[config.mk]
export PLATFORM = sky130hd
export DESIGN_NAME = four_voice_tone_generator
export DESIGN_NICKNAME = d
export VERILOG_FILES = /design/src/hdl/fvtg_pkg.sv /design/src/hdl/four_voice_tone_generator.sv
export SDC_FILE = /design/constraint.sdc
export NUM_CORES = 1
export LEC_CHECK = 0
export BUFFER_PORTS_ARGS = -buffer_cell sky130_fd_sc_hd__buf_4
export CORE_ASPECT_RATIO = 0.9
export CORE_MARGIN = 5
export CORE_UTILIZATION = 64
export CTS_CLUSTER_DIAMETER = 120
export DETAILED_ROUTE_END_ITERATION = 8
export HOLD_SLACK_MARGIN = 0.05
export PLACE_DENSITY = 0.87
export SLEW_MARGIN = 10
export SYNTH_ARGS = -nofsm -noshare
export SYNTH_HDL_FRONTEND = slang
export SYNTH_SLANG_ARGS = --single-unit
[constraint.sdc]
create_clock -name clk -period 3.8 [get_ports clk]
set_input_delay 0.57 -clock clk [delete_from_list [all_inputs] [get_ports clk]]
set_output_delay 0.57 -clock clk [all_outputs]
set_load 0.02 [all_outputs]
[src/hdl/fvtg_pkg.sv]
// Package for the four-voice tone generator: beat layouts, operation codes
// and the note period table. No dependencies; used by the top level and its checker.
package fvtg_pkg;

    // Operation codes carried in s_axis_tuser.
    typedef enum logic [0:0] {
        OP_TICK = 1'b0,
        OP_SET  = 1'b1
    } op_t;

    // Default parameter values.
    localparam int DEF_VOICE_COUNT  = 4;
    localparam int DEF_WAVE_LENGTH  = 64;
    localparam int DEF_COUNTER_BITS = 16;

    // Field widths.
    localparam int CHANNEL_BITS  = 2;
    localparam int NOTE_BITS     = 4;
    localparam int OCTAVE_BITS   = 3;
    localparam int TONE_BITS     = 4;
    localparam int WAVE_POS_BITS = 6;
    localparam int PERIOD_BITS   = 14;

    // Input beat layout in s_axis_tdata.
    localparam int IN_CHANNEL_LSB = 0;
    localparam int IN_NOTE_LSB    = IN_CHANNEL_LSB + CHANNEL_BITS;
    localparam int IN_OCTAVE_LSB  = IN_NOTE_LSB + NOTE_BITS;
    localparam int IN_OFF_BIT     = IN_OCTAVE_LSB + OCTAVE_BITS;
    localparam int IN_USED_BITS   = IN_OFF_BIT + 1;
    localparam int IN_DATA_W      = ((IN_USED_BITS + 7) / 8) * 8;

    // Output beat layout in m_axis_tdata.
    localparam int OUT_TONE_LSB  = 0;
    localparam int OUT_WAVE_LSB  = OUT_TONE_LSB + TONE_BITS;
    localparam int OUT_BAD_BIT   = OUT_WAVE_LSB + WAVE_POS_BITS;
    localparam int OUT_USED_BITS = OUT_BAD_BIT + 1;
    localparam int OUT_DATA_W    = ((OUT_USED_BITS + 7) / 8) * 8;

    // Period table: five octave rows (octaves 2 to 6) of twelve semitones.
    localparam int NOTES_PER_ROW = 12;
    localparam int OCTAVE_ROWS   = 5;

    localparam logic [PERIOD_BITS-1:0] PERIOD_TABLE [OCTAVE_ROWS][NOTES_PER_ROW] = '{
        '{14'd8600, 14'd8117, 14'd7662, 14'd7232, 14'd6826, 14'd6443,
          14'd6081, 14'd5740, 14'd5418, 14'd5114, 14'd4827, 14'd4556},
        '{14'd4300, 14'd4059, 14'd3831, 14'd3616, 14'd3413, 14'd3221,
          14'd3041, 14'd2870, 14'd2709, 14'd2557, 14'd2413, 14'd2278},
        '{14'd2150, 14'd2029, 14'd1915, 14'd1808, 14'd1706, 14'd1611,
          14'd1520, 14'd1435, 14'd1354, 14'd1278, 14'd1207, 14'd1139},
        '{14'd1075, 14'd1015, 14'd958,  14'd903,  14'd853,  14'd805,
          14'd760,  14'd717,  14'd677,  14'd639,  14'd603,  14'd569},
        '{14'd538,  14'd507,  14'd479,  14'd452,  14'd427,  14'd403,
          14'd380,  14'd359,  14'd339,  14'd320,  14'd302,  14'd285}
    };

    // True when the note and octave address an entry of the table.
    function automatic logic note_in_range(input logic [NOTE_BITS-1:0] note,
                                           input logic [OCTAVE_BITS-1:0] octave);
        return (note < NOTE_BITS'(NOTES_PER_ROW)) && (octave < OCTAVE_BITS'(OCTAVE_ROWS));
    endfunction

    // Period lookup; out-of-range requests return zero and are never used.
    function automatic logic [PERIOD_BITS-1:0] period_lookup(
        input logic [NOTE_BITS-1:0]   note,
        input logic [OCTAVE_BITS-1:0] octave
    );
        logic [PERIOD_BITS-1:0] period;
        period = '0;
        if (note_in_range(note, octave))
        begin
            period = PERIOD_TABLE[octave][note];
        end
        return period;
    endfunction

endpackage

[src/hdl/four_voice_tone_generator.sv]
// Four-voice square-wave tone generator on a shared tick counter.
// Depends on fvtg_pkg for beat layouts, operation codes and the period table.
//
// Usage:
// The slave stream carries commands. s_axis_tuser selects the operation: a tick
// advances the counter by one, a set loads a voice from the note table or, with
// the off flag, stops that voice toggling while its level holds. Every accepted
// beat produces exactly one result beat on the master stream with the four voice
// levels, the wavetable position and an error flag for a set without the off flag
// to a present voice with a note above B or octave row above 4 (changes nothing).
// The state update and the result are registered together at the edge that
// accepts the beat. All voice compares and reloads run side by side, so one beat
// is taken every clock while the receiver keeps taking the results.
// The result register acts as the output stage: a new beat is accepted while a
// result is still waiting as long as the receiver takes that result in the
// same cycle. When the receiver stalls, the result holds and s_axis_tready drops.
// Reset clears the counter, all compare values and periods, silences every voice,
// zeroes the levels and the wave index, and empties the result register.
module four_voice_tone_generator #(
    parameter int VOICE_COUNT  = fvtg_pkg::DEF_VOICE_COUNT,
    parameter int WAVE_LENGTH  = fvtg_pkg::DEF_WAVE_LENGTH,
    parameter int COUNTER_BITS = fvtg_pkg::DEF_COUNTER_BITS
) (
    input  logic                            clk,
    input  logic                            rst_n,
    input  logic                            s_axis_tvalid,
    output logic                            s_axis_tready,
    // channel[1:0], note[5:2], octave[8:6], voice_off[9], zero fill above
    input  logic [fvtg_pkg::IN_DATA_W-1:0]  s_axis_tdata,
    // operation: 0 = tick, 1 = set a voice
    input  logic                            s_axis_tuser,
    output logic                            m_axis_tvalid,
    input  logic                            m_axis_tready,
    // tone_levels[3:0], wave_position[9:4], bad_request[10], zero fill above
    output logic [fvtg_pkg::OUT_DATA_W-1:0] m_axis_tdata
);
    import fvtg_pkg::*;

    localparam int WAVE_BITS = (WAVE_LENGTH > 1) ? $clog2(WAVE_LENGTH) : 1;
    localparam int SUM_BITS  = (COUNTER_BITS > PERIOD_BITS) ? COUNTER_BITS : PERIOD_BITS;
    localparam int EXT_VOICES = (VOICE_COUNT > TONE_BITS) ? VOICE_COUNT : TONE_BITS;

    // Counter plus period, wrapped to the counter width.
    function automatic logic [COUNTER_BITS-1:0] add_period(
        input logic [COUNTER_BITS-1:0] base,
        input logic [PERIOD_BITS-1:0]  period
    );
        logic [SUM_BITS-1:0] sum;
        sum = SUM_BITS'(base) + SUM_BITS'(period);
        return sum[COUNTER_BITS-1:0];
    endfunction

    // Voice and counter state.
    logic [COUNTER_BITS-1:0] tick_count_reg, tick_count_next;
    logic [COUNTER_BITS-1:0] compare_reg [VOICE_COUNT];
    logic [COUNTER_BITS-1:0] compare_next [VOICE_COUNT];
    logic [PERIOD_BITS-1:0]  period_reg [VOICE_COUNT];
    logic [PERIOD_BITS-1:0]  period_next [VOICE_COUNT];
    logic [VOICE_COUNT-1:0]  enabled_reg, enabled_next;
    logic [VOICE_COUNT-1:0]  level_reg, level_next;
    logic [WAVE_BITS-1:0]    wave_index_reg, wave_index_next;

    // Result register.
    logic                     out_valid_reg, out_valid_next;
    logic [TONE_BITS-1:0]     out_tone_reg;
    logic [WAVE_POS_BITS-1:0] out_wave_reg;
    logic                     out_bad_reg;

    // Decoded input beat.
    op_t                     op;
    logic [CHANNEL_BITS-1:0] channel;
    logic [NOTE_BITS-1:0]    note;
    logic [OCTAVE_BITS-1:0]  octave;
    logic                    voice_off;
    logic                    accept;
    logic                    channel_ok;
    logic                    request_ok;
    logic                    bad_next;
    logic [COUNTER_BITS-1:0] tick_inc;
    logic [PERIOD_BITS-1:0]  set_period;
    logic [EXT_VOICES-1:0]   level_ext;

    assign op        = op_t'(s_axis_tuser);
    assign channel   = s_axis_tdata[IN_CHANNEL_LSB +: CHANNEL_BITS];
    assign note      = s_axis_tdata[IN_NOTE_LSB +: NOTE_BITS];
    assign octave    = s_axis_tdata[IN_OCTAVE_LSB +: OCTAVE_BITS];
    assign voice_off = s_axis_tdata[IN_OFF_BIT];

    // Take a beat whenever the result register is empty or drains this cycle.
    assign s_axis_tready = !out_valid_reg || m_axis_tready;
    assign accept        = s_axis_tvalid && s_axis_tready;

    assign channel_ok = int'(channel) < VOICE_COUNT;
    assign request_ok = note_in_range(note, octave);
    assign set_period = period_lookup(note, octave);
    assign tick_inc   = tick_count_reg + COUNTER_BITS'(1);

    // Next state of the counter and all voices for the beat being accepted.
    always_comb
    begin
        tick_count_next = tick_count_reg;
        compare_next    = compare_reg;
        period_next     = period_reg;
        enabled_next    = enabled_reg;
        level_next      = level_reg;
        wave_index_next = wave_index_reg;
        bad_next        = 1'b0;
        if (accept)
        begin
            unique case (op)
                OP_TICK:
                begin
                    // The compares test the counter value after the advance.
                    tick_count_next = tick_inc;
                    for (int v = 0; v < VOICE_COUNT; v++)
                    begin
                        if (compare_reg[v] == tick_inc)
                        begin
                            compare_next[v] = add_period(tick_inc, period_reg[v]);
                            if (enabled_reg[v])
                            begin
                                level_next[v] = !level_reg[v];
                            end
                        end
                    end
                    // Voice 0 steps the wavetable even while it is silent.
                    if (compare_reg[0] == tick_inc)
                    begin
                        if (wave_index_reg == WAVE_BITS'(WAVE_LENGTH - 1))
                        begin
                            wave_index_next = '0;
                        end
                        else
                        begin
                            wave_index_next = wave_index_reg + WAVE_BITS'(1);
                        end
                    end
                end
                OP_SET:
                begin
                    // A set for a voice that does not exist is ignored, and so is a set with a bad
                    // note or octave unless it carries the off flag.
                    for (int v = 0; v < VOICE_COUNT; v++)
                    begin
                        if (int'(channel) == v)
                        begin
                            if (voice_off)
                            begin
                                enabled_next[v] = 1'b0;
                            end
                            else if (request_ok)
                            begin
                                period_next[v]  = set_period;
                                compare_next[v] = add_period(tick_count_reg, set_period);
                                enabled_next[v] = 1'b1;
                            end
                        end
                    end
                    bad_next = channel_ok && !voice_off && !request_ok;
                end
                default:
                begin
                    bad_next = 1'b0;
                end
            endcase
        end
    end

    assign out_valid_next = accept || (out_valid_reg && !m_axis_tready);
    assign level_ext      = EXT_VOICES'(level_next);

    always_ff @(posedge clk or negedge rst_n)
    begin
        if (!rst_n)
        begin
            tick_count_reg <= '0;
            enabled_reg    <= '0;
            level_reg      <= '0;
            wave_index_reg <= '0;
            out_valid_reg  <= 1'b0;
            for (int v = 0; v < VOICE_COUNT; v++)
            begin
                compare_reg[v] <= '0;
                period_reg[v]  <= '0;
            end
        end
        else
        begin
            tick_count_reg <= tick_count_next;
            compare_reg    <= compare_next;
            period_reg     <= period_next;
            enabled_reg    <= enabled_next;
            level_reg      <= level_next;
            wave_index_reg <= wave_index_next;
            out_valid_reg  <= out_valid_next;
        end
    end

    // Result payload, loaded with the state that the accepted beat leaves.
    always_ff @(posedge clk)
    begin
        if (accept)
        begin
            out_tone_reg <= level_ext[TONE_BITS-1:0];
            out_wave_reg <= WAVE_POS_BITS'(wave_index_next);
            out_bad_reg  <= bad_next;
        end
    end

    assign m_axis_tvalid = out_valid_reg;
    assign m_axis_tdata  = {(OUT_DATA_W - OUT_USED_BITS)'(0), out_bad_reg,
                            out_wave_reg, out_tone_reg};

endmodule

# ---- Yosys cells after proc, flatten, opt, wreduce, memory -nomap -nowiden
# Memories as Yosys holds them, arrays and structs flattened.
# Cells that the tools add are included.
dict set report op_classes {
  muxes 33
  add_sub_neg 7
  reduce_logical 29
  mul 0
  n_lt_le_gt_ge 4
  eq_ne 18
  n_shift 0
  div 0
  bitwise_logic 4
}
# operator count
set ops {}
lappend ops {{two-way mux 168 bit} 2}
lappend ops {{two-way mux 16 bit} 10}
lappend ops {{one-hot mux 64 bit (2 select lines)} 1}
lappend ops {{adder 16 x 14 -> 16 bit} 5}
lappend ops {{== test 16 bit} 4}
lappend ops {{binary-select mux 14 bit (select 4 bit)} 1}
lappend ops {{two-way mux 14 bit} 3}
lappend ops {{AND reduction 5 bit} 8}
lappend ops {{two-way mux 6 bit} 4}
lappend ops {{adder 16 x 1 -> 16 bit, second input constant} 1}
lappend ops {{AND reduction 4 bit} 4}
lappend ops {{two-way mux 1 bit} 10}
lappend ops {{!= test 2 x 1 -> 1 bit, second input constant} 5}
lappend ops {{!= test 2 bit, second input constant} 5}
lappend ops {{logical NOT 1 bit} 8}
lappend ops {{two-way mux 4 bit} 2}
lappend ops {{adder 6 x 1 -> 6 bit, second input constant} 1}
lappend ops {{== test 6 bit, second input constant} 1}
lappend ops {{greater-or-equal comparator 5 bit, second input constant} 1}
lappend ops {{NOT 4 -> 5 bit} 1}
lappend ops {{== test 2 bit, second input constant} 2}
lappend ops {{greater-or-equal comparator 4 bit, second input constant} 1}
lappend ops {{logical AND 1 bit} 4}
lappend ops {{less-than comparator 4 bit, second input constant} 1}
lappend ops {{8 further kinds} 10}
dict set report word_totals {
  in_bits 21
  n_memories 1
  out_inout_bits 18
  word_cells 115
  ramBits 0
  reg_bits 162
  latch_bits 0
  romBits 1344
}
# name words word_bits rd rd_ports_with_merged_regs wr line_no
set mem_list {}
lappend mem_list {{(no name shown)} 8 168 1 0 0 fvtg_pkg.sv:71} ;# period = PERIOD_TABLE[octave][note];

# ---- Logic depth before layout (Yosys ltp)
dict set report depth {
  ltp_word 13
  ltp_mapped 20
  depth_no_buf 18
}

# ---- Least setup slack after synthesis
# OpenSTA, ideal clock, no wires.
dict set report synth_path {
  path_type {input to register}
  startpoint {in s_axis_tdata[7] (netlist name)}
  endpoint {reg compare_reg[63] (netlist name)}
  slack_ns -0.573
  setup_ns 0.082
  required_time_ns 3.718
  arrival_time_ns 4.291
  path_stages 20
  n_path_buf 2
  cell_sequence {clkbuf_1 -> inv_1 -> ha_1 -> clkbuf_1 -> nor2b_1 -> nor2_1 -> a311o_1 -> o21ai_0 -> o21ai_0 -> nor2_1 -> a211oi_1 -> ha_1 -> o211ai_1 -> nor2_1 -> o311ai_0 -> a21oi_1 -> o211a_1 -> nor4_1 -> nor2_1 -> a31oi_1}
}
dict set report synth_via {
  elab_chain_cells 13
  word_cells_on_any_way 17
  cone_classes {1 x add/sub; 1 x order compare; 1 x eq/ne; 10 x mux; 1 x bitwise; 2 x reduce/logical; 1 x memory}
}
# element line_no
set synth_lines {}
lappend synth_lines {{from (decl)} four_voice_tone_generator.sv:29} ;# input logic [fvtg_pkg::IN_DATA_W-1:0] s_axis_tdata,
lappend synth_lines {{NOT 3 -> 4 bit (implied by the code)} fvtg_pkg.sv:71}
lappend synth_lines {{memory read (8 x 168 bit)} --}
lappend synth_lines {{two-way mux 168 bit (implied by the code) (2 in series)} fvtg_pkg.sv:71}
lappend synth_lines {{binary-select mux 14 bit (select 4 bit)} fvtg_pkg.sv:71}
lappend synth_lines {{two-way mux 14 bit (implied by the code) (2 in series)} fvtg_pkg.sv:71}
lappend synth_lines {{two-way mux 14 bit (*)} fvtg_pkg.sv:69} ;# if (note_in_range(note, octave))
lappend synth_lines {{named net set_period[4]} four_voice_tone_generator.sv:80} ;# logic [PERIOD_BITS-1:0] set_period;
lappend synth_lines {{adder 16 x 14 -> 16 bit (*)} four_voice_tone_generator.sv:49} ;# sum = SUM_BITS'(base) + SUM_BITS'(period);
lappend synth_lines {{two-way mux 16 bit (*)} four_voice_tone_generator.sv:151} ;# else if (request_ok)
lappend synth_lines {{two-way mux 16 bit (*)} four_voice_tone_generator.sv:147} ;# if (voice_off)
lappend synth_lines {{two-way mux 16 bit (*)} four_voice_tone_generator.sv:145} ;# if (int'(channel) == v)
lappend synth_lines {{one-hot mux 64 bit (2 select lines) (*)} four_voice_tone_generator.sv:110} ;# unique case (op)
lappend synth_lines {{to (signal assigned)} four_voice_tone_generator.sv:190} ;# compare_reg <= compare_next;
lappend synth_lines {{to (decl)} four_voice_tone_generator.sv:55} ;# logic [COUNTER_BITS-1:0] compare_reg [VOICE_COUNT];
# Mark *: on every way through the listed nets, which the timed path passes. The rest lies on a longest branch. The select of a mux whose other input is x is not followed.
# A chain may end at the register's enable or synchronous reset.

# ---- Worst setup path in the final report
dict set report layout_path {
  startpoint {in s_axis_tdata[7] (netlist name)}
  endpoint {reg compare_reg[31] (netlist name)}
}
# The elaborated chain is that of the path after synthesis.

==> metrics.txt <==
# TYPE chip_impl_metric gauge
chip_impl_metric{name="pre_cts_slack",unit="ns"} -0.467
chip_impl_metric{name="synth.area.mux_share",unit=""} 0.0624
chip_impl_metric{name="fin_crit_sh",unit=""} 1.00
chip_impl_metric{name="syn_avg_cell_area",unit="sq um"} 8.73
chip_impl_metric{name="clock_buffers_created_by_tritoncts",unit=""} 17
chip_impl_metric{name="hpwlAfterDp",unit="mm"} 31.9
chip_impl_metric{name="track_usage",unit=""} 0.371
chip_impl_metric{name="n_antenna_cell",unit=""} 0
chip_impl_metric{name="avgViaCountPerCell",unit=""} 6.75
chip_impl_metric{name="routed_wirelength",unit="mm"} 44.0
chip_impl_metric{name="grt_total_ovfl",unit=""} 0
chip_impl_metric{name="synth_xor_xnor_area_share",unit=""} 0.111
chip_impl_metric{name="firstDrtPassIters",unit=""} 6
chip_impl_metric{name="clock_latency",unit="ns"} 0.45
chip_impl_metric{name="cp.required",unit="ns"} 4.12
chip_impl_info{name="hp-class",value="input pin to asynchronous set/reset pin"} 1
chip_impl_metric{name="crit_path_max_incr_delay",unit="ns"} 0.42
chip_impl_metric{name="fin_crit",unit="ns"} 3.80
chip_impl_metric{name="gp_congestion",unit=""} 0.949
chip_impl_metric{name="areaGrowthSynthToFinish",unit="%"} 22.0
chip_impl_metric{name="max_reg_flops",unit=""} 64
chip_impl_metric{name="total_leakage_power",unit="nW"} 7.39
chip_impl_metric{name="synth_async_sr_flop_share",unit=""} 0.932
chip_impl_metric{name="finalCoreUtilization",unit=""} 0.787
chip_impl_metric{name="hold_viol_final",unit=""} 0
chip_impl_metric{name="ys.warnings.count",unit=""} 0
chip_impl_info{name="timing_worst_setup_path_type",value="input pin to flop"} 1
chip_impl_metric{name="floorplan.initialDensity",unit=""} 0.645
chip_impl_metric{name="ys_seq_area_frac",unit=""} 0.321
chip_impl_info{name="outcome",value="finished, violations left"} 1
chip_impl_metric{name="final.setup_skew",unit="ns"} 0.0132
chip_impl_metric{name="layout-drive-gt1-share",unit=""} 0.239
chip_impl_metric{name="slew_viol_final",unit=""} 0
chip_impl_metric{name="cp_max_fo",unit=""} 4
chip_impl_metric{name="floorplan_die_area",unit="sq mm"} 0.0230
chip_impl_metric{name="worst_r2r_path_depth",unit=""} 11
chip_impl_metric{name="path_buf_inv",unit=""} 5
chip_impl_metric{name="synth.distinct_cells",unit=""} 83
chip_impl_metric{name="routedWlPerCell",unit="microns"} 23.0
chip_impl_metric{name="drt_first_iter_violations",unit=""} 1724
chip_impl_metric{name="totalPowerFinal",unit="mW"} 7.43
chip_impl_metric{name="num_vias",unit=""} 12900
chip_impl_metric{name="endpoints_failing_setup",unit=""} 1
chip_impl_info{name="mostFrequentLayoutCells",value="sky130_fd_sc_hd__buf_4 (224), sky130_fd_sc_hd__nand2_1 (204), sky130_fd_sc_hd__dfrtp_1 (150), sky130_fd_sc_hd__o21ai_0 (111), sky130_fd_sc_hd__a21oi_1 (87)"} 1
chip_impl_metric{name="grt_start_max_net_pins",unit=""} 84
chip_impl_metric{name="rows",unit=""} 49
chip_impl_metric{name="synth_compound_area_frac",unit=""} 0.191
chip_impl_metric{name="tightestPinTransition",unit="ns"} 0.827
chip_impl_metric{name="drt_drc_violations_left",unit=""} 0
chip_impl_metric{name="clk_pin_slew",unit="ns"} 0.07
chip_impl_info{name="clock_tree.root_cell",value="sky130_fd_sc_hd__clkbuf_16"} 1
chip_impl_metric{name="grt_first_pass_wirelength",unit="mm"} 67.3
chip_impl_info{name="timing.rr.end",value="compare_reg[54]$_DFFE_PN0P_"} 1
chip_impl_info{name="final_common_cell",value="sky130_fd_sc_hd__buf_4"} 1
chip_impl_metric{name="clk_path_buf_depth",unit=""} 2
chip_impl_metric{name="power_per_cell_area",unit="mW/mm^2"} 475
chip_impl_info{name="timing.critical_path.cells",value="buf_12, inv_6, ha_4, inv_4, buf_6, nor2_1, a21oi_1, o21ai_1, o21ai_1, nor2_1, a211oi_2, ha_1, o211ai_1, buf_4, nor2_4, o311ai_4, a21oi_2, o211a_1, o211a_1, a311oi_2, mux2i_1"} 1
chip_impl_metric{name="top_level_ports",unit=""} 39
chip_impl_metric{name="drtAntennaViolNets",unit=""} 0
chip_impl_info{name="r2r-start",value="tick_count_reg[0]$_DFFE_PN0P_"} 1
chip_impl_metric{name="worst_ir_drop_vdd",unit="V"} 0.000445
chip_impl_metric{name="core",unit="sq mm"} 0.0199
chip_impl_metric{name="io_buffer_count",unit=""} 27
chip_impl_info{name="failed_checks",value="negative setup slack"} 1
chip_impl_metric{name="slew_headroom",unit=""} 0.448
chip_impl_metric{name="cts-htree-levels",unit=""} 4
chip_impl_info{name="worstSetupEndpointType",value="flop"} 1
chip_impl_info{name="startpoint_class_of_the_critical_path",value="input pin"} 1
chip_impl_metric{name="count_of_maximum_capacitance_violations",unit=""} 0
chip_impl_metric{name="synth.top_cell.area_share",unit=""} 0.295
chip_impl_metric{name="grt_antenna_before_repair",unit=""} 0
chip_impl_metric{name="synthAdderAreaFrac",unit=""} 0.0839
chip_impl_metric{name="crit_arrival",unit="ns"} 4.12
chip_impl_info{name="synthFlopType",value="sky130_fd_sc_hd__dfrtp_1"} 1
chip_impl_info{name="tritoncts_clock_tree",value="yes"} 1
chip_impl_metric{name="synth_edf_count",unit=""} 11
chip_impl_metric{name="synthesis.area",unit="sq mm"} 0.0128
chip_impl_metric{name="grt_pass1_vias",unit=""} 12600
chip_impl_info{name="main_combinational_cell_family_by_area_after_synthesis",value="compound AO/OA/AOI/OAI gates"} 1
chip_impl_metric{name="setup_ws",unit="ns"} -0.00171
chip_impl_info{name="synth_top_cells_by_area",value="sky130_fd_sc_hd__dfrtp_1 (29%), sky130_fd_sc_hd__ha_1 (7.6%), sky130_fd_sc_hd__nand2_1 (6.0%)"} 1
chip_impl_metric{name="layout.nets",unit=""} 1745
chip_impl_metric{name="die_y",unit="microns"} 144
chip_impl_info{name="timing.critical_path.slowest_stage_cell",value="sky130_fd_sc_hd__a211oi_2"} 1
chip_impl_metric{name="ff2ff_setup_slack",unit="ns"} 0.14
chip_impl_info{name="cpLargestDelayFamily",value="compound AO/OA/AOI/OAI gates"} 1
chip_impl_info{name="top_cell_type_by_total_area_after_synthesis",value="sky130_fd_sc_hd__dfrtp_1"} 1
chip_impl_metric{name="fmaxAchievable",unit="GHz"} 0.263
chip_impl_metric{name="cts.sinks",unit=""} 162
chip_impl_metric{name="fp.dieW",unit="microns"} 159
chip_impl_metric{name="postSynthCellCount",unit=""} 1468
chip_impl_metric{name="synthSimpleGateAreaFrac",unit=""} 0.186
chip_impl_metric{name="ys_seq_elements",unit=""} 162
## how the worst max path moves through the flow
stage                               start                     endpoint  cells past startpoint
after global routing      s_axis_tdata[6]  compare_reg[12]$_DFFE_PN0P_                     21
after global placement    s_axis_tdata[8]  compare_reg[31]$_DFFE_PN0P_                     16
after detailed placement  s_axis_tdata[3]  compare_reg[14]$_DFFE_PN0P_                     19
after floorplan           s_axis_tdata[6]  compare_reg[14]$_DFFE_PN0P_                     19
final                     s_axis_tdata[7]  compare_reg[31]$_DFFE_PN0P_                     21
after CTS                 s_axis_tdata[6]  compare_reg[31]$_DFFE_PN0P_                     19
## synthesized netlist by cell type (13+ instances only)
cell type,number
sky130_fd_sc_hd__xnor2_1,84
sky130_fd_sc_hd__a31oi_1,26
sky130_fd_sc_hd__nand2_1,206
sky130_fd_sc_hd__dfrtp_1,151
sky130_fd_sc_hd__and2_1,13
sky130_fd_sc_hd__ha_1,78
sky130_fd_sc_hd__o21ai_0,124
sky130_fd_sc_hd__a21o_1,25
sky130_fd_sc_hd__nand3_1,30
sky130_fd_sc_hd__clkbuf_1,54
sky130_fd_sc_hd__xor2_1,51
sky130_fd_sc_hd__a21oi_1,90
sky130_fd_sc_hd__nor3_1,42
sky130_fd_sc_hd__mux2_2,42
sky130_fd_sc_hd__a211oi_1,21
sky130_fd_sc_hd__inv_1,41
sky130_fd_sc_hd__nor2_1,84
sky130_fd_sc_hd__nand4_1,19
sky130_fd_sc_hd__or3_1,13
## area by class of cell
type	instances	area, sq um
flip-flops and latches	162	4110
inverters	42	171
fillers	1278	4230
well taps	255	319
multi-input cells	1182	8490
repair buffers	236	1900
clock buffers	17	425
clock inverters	15	223
## metrics by stage
step	cells	hold slack [ns]	TNS, ns	area [sq um]
floorplan	1472	0.274	0	13000
global placement	1867	0.451	-6.96	14600
detailed placement	1867	0.464	-9.49	14600
CTS	1900	0.205	0	15300
global route	1909	0.237	-0.272	15600
finish	1909	0.171	-0.00171	15600
## report_power, final
group          leakage [nW]  total (mW)  internal, mW  switching (mW)
logic                  4.95        3.21          1.40            1.81
clock network         0.318        1.94          1.12           0.819
registers              2.12        2.28          2.01           0.264
total                  7.39        7.43          4.53            2.89
## worst register-to-register path: stages (launching register included)
cell and delay, ns:
sky130_fd_sc_hd__dfrtp_1 0.44, sky130_fd_sc_hd__ha_4 0.21, sky130_fd_sc_hd__buf_4 0.13, sky130_fd_sc_hd__nand4_4 0.17
sky130_fd_sc_hd__or4_4 0.63, sky130_fd_sc_hd__xor2_1 0.20, sky130_fd_sc_hd__o221ai_1 0.13, sky130_fd_sc_hd__nor4_1 0.60
sky130_fd_sc_hd__and4b_1 0.50, sky130_fd_sc_hd__buf_4 0.29, sky130_fd_sc_hd__nor3_1 0.10, sky130_fd_sc_hd__a31oi_1 0.17
## kinds of logic after synthesis
logic type | count (synthesis)
compound gates | 392
xor+xnor | 146
fa+ha+maj | 83
buf+inv | 128
flops | 162
mux | 68
other cells | 1
simple gates | 488
## metal layers
metal,vias to the layer above,share of wire,GRT usage
met3,227,0.11,0.0889
met5,-,0,0
li1,5637,-,-
met2,839,0.43,0.572
met4,0,0.069,0.204
met1,6178,0.39,0.488
## timing repair
| action | in CTS | in global routing |
|---|---|---|
| hold buffers | 0 | 0 |
| setup endpoints to repair | 10 | 46 |
| setup buffers | 1 | 9 |
| cloned | 0 | 0 |
| pin swaps | 3 | 23 |
| resized for setup | 8 | 68 |
(Power assumes the default switching activity.)
